`config.mk`:
```
export PLATFORM = sky130hd
export DESIGN_NAME = dtsd_mul
export DESIGN_NICKNAME = d
export VERILOG_FILES = /design/src/design/dtsd_pkg.sv /design/src/design/dtsd_mul.sv
export SDC_FILE = /design/constraint.sdc
export NUM_CORES = 2
export LEC_CHECK = 0
export BUFFER_PORTS_ARGS = -buffer_cell sky130_fd_sc_hd__buf_2
export CAP_MARGIN = 10
export CORE_MARGIN = 1
export CORE_UTILIZATION = 55
export DETAILED_ROUTE_END_ITERATION = 8
export GPL_TIMING_DRIVEN = 0
export PLACE_DENSITY = 0.79
export SYNTH_ARGS = -nofsm -noshare
export SYNTH_HDL_FRONTEND = slang
export SYNTH_SLANG_ARGS = --single-unit
```
`constraint.sdc`:
```
create_clock -name clk -period 19.2 [get_ports clk]
set_input_delay 0 -clock clk [delete_from_list [all_inputs] [get_ports clk]]
set_output_delay 0 -clock clk [all_outputs]
set_load 0.1 [all_outputs]
```
`src/design/dtsd_pkg.sv`:
```
`default_nettype none
package dtsd_pkg;

  localparam int MAX_DIGITS = 17;
  localparam int DIDX_W = $clog2(MAX_DIGITS);
  localparam int LEN_W = $clog2(MAX_DIGITS + 1);

  localparam logic [10:0] EXP_ALL_ONES = 11'h7FF;
  localparam logic [52:0] HIDDEN_BIT = 53'h0010000000000000;
  localparam logic signed [11:0] EXP_BIAS = 12'sd1075;
  localparam logic signed [11:0] EXP_DENORM = -12'sd1074;

  // k = ceil((-61 - pe) * log10(2)) + 347, done as a Q32 product of
  // u = 1987 - pe (always positive) with a folded offset.
  localparam logic [31:0] LOG10_2_Q32 = 32'd1292913986;
  localparam logic [63:0] KIDX_BIAS =
    64'd8796093022208 - 64'd2048 * 64'd1292913986 + 64'd4294967295;
  localparam logic signed [12:0] KIDX_UOFS = 13'sd1987;
  localparam logic signed [12:0] KIDX_SUB = 13'sd1701;
  localparam logic [6:0] LAST_POW_IDX = 7'd86;
  localparam logic signed [9:0] K_BASE = 10'sd348;

  localparam logic [34:0] ROUND_HALF = 35'h0_8000_0000;
  localparam logic [6:0] FRAC_STEP_MAX = 7'd64;

  typedef enum logic [3:0] {
    ST_IDLE,
    ST_NORM,
    ST_BOUND,
    ST_KMUL,
    ST_KIDX,
    ST_HMUL,
    ST_SETUP,
    ST_SPLIT,
    ST_KAPPA,
    ST_IDIV,
    ST_IDIG,
    ST_FRAC,
    ST_WMUL,
    ST_RND_A,
    ST_RND_B,
    ST_EMIT
  } dtsd_state_t;

  typedef enum logic [1:0] {
    SEL_W = 2'd0,
    SEL_P = 2'd1,
    SEL_M = 2'd2
  } dtsd_msel_t;

  function automatic logic [63:0] tens(input logic [4:0] i);
    logic [63:0] r;
    r = 64'd1;
    case (i)
      5'd0: r = 64'd1;
      5'd1: r = 64'd10;
      5'd2: r = 64'd100;
      5'd3: r = 64'd1000;
      5'd4: r = 64'd10000;
      5'd5: r = 64'd100000;
      5'd6: r = 64'd1000000;
      5'd7: r = 64'd10000000;
      5'd8: r = 64'd100000000;
      5'd9: r = 64'd1000000000;
      5'd10: r = 64'd10000000000;
      5'd11: r = 64'd100000000000;
      5'd12: r = 64'd1000000000000;
      5'd13: r = 64'd10000000000000;
      5'd14: r = 64'd100000000000000;
      5'd15: r = 64'd1000000000000000;
      5'd16: r = 64'd10000000000000000;
      5'd17: r = 64'd100000000000000000;
      5'd18: r = 64'd1000000000000000000;
      5'd19: r = 64'd10000000000000000000;
      default: r = 64'd0;
    endcase
    return r;
  endfunction

  function automatic logic [63:0] pow_sig(input logic [6:0] i);
    logic [63:0] r;
    r = 64'h0;
    case (i)
      7'd0: r = 64'hfa8fd5a0081c0288; 7'd1: r = 64'hbaaee17fa23ebf76;
      7'd2: r = 64'h8b16fb203055ac76; 7'd3: r = 64'hcf42894a5dce35ea;
      7'd4: r = 64'h9a6bb0aa55653b2d; 7'd5: r = 64'he61acf033d1a45df;
      7'd6: r = 64'hab70fe17c79ac6ca; 7'd7: r = 64'hff77b1fcbebcdc4f;
      7'd8: r = 64'hbe5691ef416bd60c; 7'd9: r = 64'h8dd01fad907ffc3c;
      7'd10: r = 64'hd3515c2831559a83; 7'd11: r = 64'h9d71ac8fada6c9b5;
      7'd12: r = 64'hea9c227723ee8bcb; 7'd13: r = 64'haecc49914078536d;
      7'd14: r = 64'h823c12795db6ce57; 7'd15: r = 64'hc21094364dfb5637;
      7'd16: r = 64'h9096ea6f3848984f; 7'd17: r = 64'hd77485cb25823ac7;
      7'd18: r = 64'ha086cfcd97bf97f4; 7'd19: r = 64'hef340a98172aace5;
      7'd20: r = 64'hb23867fb2a35b28e; 7'd21: r = 64'h84c8d4dfd2c63f3b;
      7'd22: r = 64'hc5dd44271ad3cdba; 7'd23: r = 64'h936b9fcebb25c996;
      7'd24: r = 64'hdbac6c247d62a584; 7'd25: r = 64'ha3ab66580d5fdaf6;
      7'd26: r = 64'hf3e2f893dec3f126; 7'd27: r = 64'hb5b5ada8aaff80b8;
      7'd28: r = 64'h87625f056c7c4a8b; 7'd29: r = 64'hc9bcff6034c13053;
      7'd30: r = 64'h964e858c91ba2655; 7'd31: r = 64'hdff9772470297ebd;
      7'd32: r = 64'ha6dfbd9fb8e5b88f; 7'd33: r = 64'hf8a95fcf88747d94;
      7'd34: r = 64'hb94470938fa89bcf; 7'd35: r = 64'h8a08f0f8bf0f156b;
      7'd36: r = 64'hcdb02555653131b6; 7'd37: r = 64'h993fe2c6d07b7fac;
      7'd38: r = 64'he45c10c42a2b3b06; 7'd39: r = 64'haa242499697392d3;
      7'd40: r = 64'hfd87b5f28300ca0e; 7'd41: r = 64'hbce5086492111aeb;
      7'd42: r = 64'h8cbccc096f5088cc; 7'd43: r = 64'hd1b71758e219652c;
      7'd44: r = 64'h9c40000000000000; 7'd45: r = 64'he8d4a51000000000;
      7'd46: r = 64'had78ebc5ac620000; 7'd47: r = 64'h813f3978f8940984;
      7'd48: r = 64'hc097ce7bc90715b3; 7'd49: r = 64'h8f7e32ce7bea5c70;
      7'd50: r = 64'hd5d238a4abe98068; 7'd51: r = 64'h9f4f2726179a2245;
      7'd52: r = 64'hed63a231d4c4fb27; 7'd53: r = 64'hb0de65388cc8ada8;
      7'd54: r = 64'h83c7088e1aab65db; 7'd55: r = 64'hc45d1df942711d9a;
      7'd56: r = 64'h924d692ca61be758; 7'd57: r = 64'hda01ee641a708dea;
      7'd58: r = 64'ha26da3999aef774a; 7'd59: r = 64'hf209787bb47d6b85;
      7'd60: r = 64'hb454e4a179dd1877; 7'd61: r = 64'h865b86925b9bc5c2;
      7'd62: r = 64'hc83553c5c8965d3d; 7'd63: r = 64'h952ab45cfa97a0b3;
      7'd64: r = 64'hde469fbd99a05fe3; 7'd65: r = 64'ha59bc234db398c25;
      7'd66: r = 64'hf6c69a72a3989f5c; 7'd67: r = 64'hb7dcbf5354e9bece;
      7'd68: r = 64'h88fcf317f22241e2; 7'd69: r = 64'hcc20ce9bd35c78a5;
      7'd70: r = 64'h98165af37b2153df; 7'd71: r = 64'he2a0b5dc971f303a;
      7'd72: r = 64'ha8d9d1535ce3b396; 7'd73: r = 64'hfb9b7cd9a4a7443c;
      7'd74: r = 64'hbb764c4ca7a44410; 7'd75: r = 64'h8bab8eefb6409c1a;
      7'd76: r = 64'hd01fef10a657842c; 7'd77: r = 64'h9b10a4e5e9913129;
      7'd78: r = 64'he7109bfba19c0c9d; 7'd79: r = 64'hac2820d9623bf429;
      7'd80: r = 64'h80444b5e7aa7cf85; 7'd81: r = 64'hbf21e44003acdd2d;
      7'd82: r = 64'h8e679c2f5e44ff8f; 7'd83: r = 64'hd433179d9c8cb841;
      7'd84: r = 64'h9e19db92b4e31ba9; 7'd85: r = 64'heb96bf6ebadf77d9;
      7'd86: r = 64'haf87023b9bf0ee6b;
      default: r = 64'h0;
    endcase
    return r;
  endfunction

  function automatic logic signed [11:0] pow_exp(input logic [6:0] i);
    logic signed [11:0] r;
    r = 12'sd0;
    case (i)
      7'd0: r = -12'sd1220; 7'd1: r = -12'sd1193; 7'd2: r = -12'sd1166;
      7'd3: r = -12'sd1140; 7'd4: r = -12'sd1113; 7'd5: r = -12'sd1087;
      7'd6: r = -12'sd1060; 7'd7: r = -12'sd1034; 7'd8: r = -12'sd1007;
      7'd9: r = -12'sd980;  7'd10: r = -12'sd954; 7'd11: r = -12'sd927;
      7'd12: r = -12'sd901; 7'd13: r = -12'sd874; 7'd14: r = -12'sd847;
      7'd15: r = -12'sd821; 7'd16: r = -12'sd794; 7'd17: r = -12'sd768;
      7'd18: r = -12'sd741; 7'd19: r = -12'sd715; 7'd20: r = -12'sd688;
      7'd21: r = -12'sd661; 7'd22: r = -12'sd635; 7'd23: r = -12'sd608;
      7'd24: r = -12'sd582; 7'd25: r = -12'sd555; 7'd26: r = -12'sd529;
      7'd27: r = -12'sd502; 7'd28: r = -12'sd475; 7'd29: r = -12'sd449;
      7'd30: r = -12'sd422; 7'd31: r = -12'sd396; 7'd32: r = -12'sd369;
      7'd33: r = -12'sd343; 7'd34: r = -12'sd316; 7'd35: r = -12'sd289;
      7'd36: r = -12'sd263; 7'd37: r = -12'sd236; 7'd38: r = -12'sd210;
      7'd39: r = -12'sd183; 7'd40: r = -12'sd157; 7'd41: r = -12'sd130;
      7'd42: r = -12'sd103; 7'd43: r = -12'sd77;  7'd44: r = -12'sd50;
      7'd45: r = -12'sd24;  7'd46: r = 12'sd3;    7'd47: r = 12'sd30;
      7'd48: r = 12'sd56;   7'd49: r = 12'sd83;   7'd50: r = 12'sd109;
      7'd51: r = 12'sd136;  7'd52: r = 12'sd162;  7'd53: r = 12'sd189;
      7'd54: r = 12'sd216;  7'd55: r = 12'sd242;  7'd56: r = 12'sd269;
      7'd57: r = 12'sd295;  7'd58: r = 12'sd322;  7'd59: r = 12'sd348;
      7'd60: r = 12'sd375;  7'd61: r = 12'sd402;  7'd62: r = 12'sd428;
      7'd63: r = 12'sd455;  7'd64: r = 12'sd481;  7'd65: r = 12'sd508;
      7'd66: r = 12'sd534;  7'd67: r = 12'sd561;  7'd68: r = 12'sd588;
      7'd69: r = 12'sd614;  7'd70: r = 12'sd641;  7'd71: r = 12'sd667;
      7'd72: r = 12'sd694;  7'd73: r = 12'sd720;  7'd74: r = 12'sd747;
      7'd75: r = 12'sd774;  7'd76: r = 12'sd800;  7'd77: r = 12'sd827;
      7'd78: r = 12'sd853;  7'd79: r = 12'sd880;  7'd80: r = 12'sd907;
      7'd81: r = 12'sd933;  7'd82: r = 12'sd960;  7'd83: r = 12'sd986;
      7'd84: r = 12'sd1013; 7'd85: r = 12'sd1039; 7'd86: r = 12'sd1066;
      default: r = 12'sd0;
    endcase
    return r;
  endfunction

endpackage
`default_nettype wire

```
`src/design/dtsd_mul.sv`:
```
`default_nettype none
module dtsd_mul
  import dtsd_pkg::*;
(
  input  wire logic        clk,
  input  wire logic [31:0] a,
  input  wire logic [31:0] b,
  output logic      [63:0] p
);

  // Shared 32x32 multiplier; the product is registered.
  always_ff @(posedge clk) begin
    p <= {32'b0, a} * {32'b0, b};
  end

endmodule
`default_nettype wire
```
==> impl_metrics.toml <==
[timing]
setup_tns_ps = 0
finalCritPeriodShare = 0.443
period_minus_slack_ps = 8500
setup_viol = 0
rsz0062_at_grt = "no"
hold_viol = 0
worstMarginPinSlew_ps = 1390
fmax_ghz = 0.118
slew_viol_final = 0
fin_ws_ps = 10700
fin_hold_ws_ps = 174
slew_headroom = 0.0739

[job]
maxCapViolations = 0

[status]
status = "complete, no violations"

[worst_hold_path]
hold_path.startpoint = "b[1]"
hold_path_class = "in -> reg"

[synth]
ys_seq_elements = 64
ys.warnings.count = 0
synth-seq-area-share = 0.0369
synthesis.nets = 4972
avgSynthCellArea_um2 = 9.25
netlist_area_um2 = 34700
async_reset_ff_frac = 0
ys_types = 57
ys.flop_type = "dfxtp_1"
syn_inst = 3748
synth_edf_count = 0

[route]
firstDrtPassIters = 5
wl_met2_um = 54700
drtIter0Drc = 2533
wl_per_cell_um = 26.4
vias = 27536
drc = 0
top_layer = "met5"
wl_met1_um = 42600
met3_length_um = 14100
wirelength_um = 125000
routed_via_density = 5.81
postRouteAntennaNets = 0

[floorplan]
die_h_um = 253
core-area_um2 = 62100
initial_core_util = 0.559
io_pins = 129
rows = 91
die_width_um = 253
dieArea_um2 = 64100

[placement]
hpwl_um = 106000
gp_congestion = 1.06
portBuffers = 128
pre_cts_ws_ps = 10650

[grt]
antenna_found_initial = 20
first_global_vias = 28929
grt_util_all_layers = 0.409
grt-ovfl-total = 0
grt_max_degree = 12
grt_pass1_wl_um = 184000

[finish]
largest_register_ffs = 64
nFillCells = 5536
regMostFlops = "p"
layout.nets = 5112
largest_registers = "p (64)"
area_growth_pct = 5.86
drive_gt1_frac = 0.0427

[clock_network]
clk_pin_slew_ps = 60
cts_tree = "done"
clock_sinks = 64
clockRootBuffer = "clkbuf_16"
cts-buffers-inserted = 9
h-tree-depth = 3
cts_buffer_depth = 2
cts_resized = 0

[critical_path]
crit_type = "in -> reg"
required_ps = 19480
cp-start-kind = "input port"
startpoint = "a[16]"
crit_arrival_ps = 8780
path_max_fanout = 10
crit_path_end_kind = "flop"
==> what timing repair did <==
| item | in CTS | in global routing |
|---|---|---|
| endpoints found under the hold margin | 1 | 0 |
| setup endpoints to repair | 0 | 0 |
| setup buffers | 0 | 0 |
| hold buffers | 1 | 0 |
==> logic make-up (layout without fill, tap and decap cells) <==
kind of cell / after synthesis / count (layout) / synth area share
buffers and inverters: 1085 / 1229 / 0.118
adder cells (fa/ha/maj): 1159 / 1159 / 0.612
XOR/XNOR: 60 / 60 / 0.0152
other: 0 / 9 / 0
flip-flops: 64 / 64 / 0.0369
AO/OA/AOI/OAI: 202 / 202 / 0.0415
multiplexers: 1 / 1 / 0.000289
AND/OR/NAND/NOR: 1177 / 1177 / 0.176
==> metrics by stage <==
| stage | instance area [um^2] | cells | utilization |
|---|---|---|---|
| after floorplan | 34700 | 3748 | - |
| after global placement | 36400 | 4713 | 0.586 |
| after detailed placement | 36400 | 4713 | 0.586 |
| after CTS | 36700 | 4729 | 0.591 |
| after global routing | 36700 | 4730 | 0.591 |
| final | 36700 | 4738 | 0.592 |
==> placed cells by master (no fill, tap or decap), types with 4 or more instances in the layout <==
cell and n:
and2_1 602, a221o_1 4, fa_1 896, nor2_1 20
a21o_1 40, xor2_1 25, and3_1 14, nand4_1 23
o21bai_1 10, o21ai_1 5, diode_2 9, nor3_1 7
a31oi_1 12, o21ai_0 21, clkbuf_1 213, nand3_1 10
ha_1 263, o21a_1 9, dfxtp_1 64, nand2_1 480
inv_1 865, clkbuf_16 9, a21oi_1 63, xnor2_1 35
buf_2 134
==> routing by layer <==
layer  track usage  up-vias
met4         0.354        6
met5             0        -
li1              -    11145
met3         0.100      579
met2         0.616     1791
met1         0.493    14015
==> worst max-delay path, cell delays in order <==
cell      delay, ps
buf_2           270
clkbuf_1       1050
nand2_1         190
fa_1            550
fa_1            550
inv_1            60
fa_1            480
fa_1            610
fa_1            640
fa_1            460
fa_1            490
inv_1            40
fa_1            470
inv_1            40
ha_1            260
buf_2           180
nand4_1         280
or4_1           490
or3_1           420
a31oi_1         440
a31o_2          300
a211oi_1        130
o21ai_1         210
xor2_1          160
==> area by class of cell <==
class,instances,area (um^2),share of cell area
Inverter,865,3250,0.0885
Clock inverter,6,85.1,0.00232
Antenna cell,9,22.5,0.000614
Multi-Input combinational cell,2599,29300,0.799
Buffer,220,833,0.0227
Sequential cell,64,1280,0.0349
Clock buffer,9,225,0.00614
Tap cell,837,1050,0.0285
Timing Repair Buffer,129,651,0.0177
==> cells in the mapped netlist (all sizes together), types with 3 or more instances <==
| cell | instances | area share |
|---|---|---|
| a211oi | 3 | 0.00065 |
| a21boi | 3 | 0.00065 |
| a21o | 40 | 0.0087 |
| a21oi | 66 | 0.0099 |
| a221o | 4 | 0.0012 |
| a221oi | 4 | 0.0025 |
| a31oi | 12 | 0.0022 |
| and2 | 602 | 0.11 |
| and3 | 14 | 0.0025 |
| and4 | 3 | 0.00076 |
| buf | 7 | 0.00097 |
| clkbuf | 213 | 0.023 |
| dfxtp | 64 | 0.037 |
| fa | 896 | 0.52 |
| ha | 263 | 0.095 |
| inv | 865 | 0.094 |
| nand2 | 480 | 0.052 |
| nand3 | 10 | 0.0014 |
| nand4 | 23 | 0.0041 |
| nor2 | 20 | 0.0022 |
| nor3 | 7 | 0.0010 |
| o21a | 9 | 0.0019 |
| o21ai | 26 | 0.0038 |
| o21bai | 11 | 0.0025 |
| o221ai | 3 | 0.00076 |
| o31ai | 5 | 0.0023 |
| or2 | 3 | 0.00054 |
| or3 | 3 | 0.00054 |
| or4 | 3 | 0.00065 |
| xnor2 | 35 | 0.0088 |
| xor2 | 25 | 0.0063 |
==> worst paths after layout <==
| kind | slack (ps) | cells past startpoint | to |
|---|---|---|---|
| max | 10700 | 24 | p[62]$_DFF_P_ |
| min | 170 | 3 | p[1]$_DFF_P_ |
Power is not shown: default switching activity piles up to over one toggle a cycle in this logic, so the estimate is an artifact.
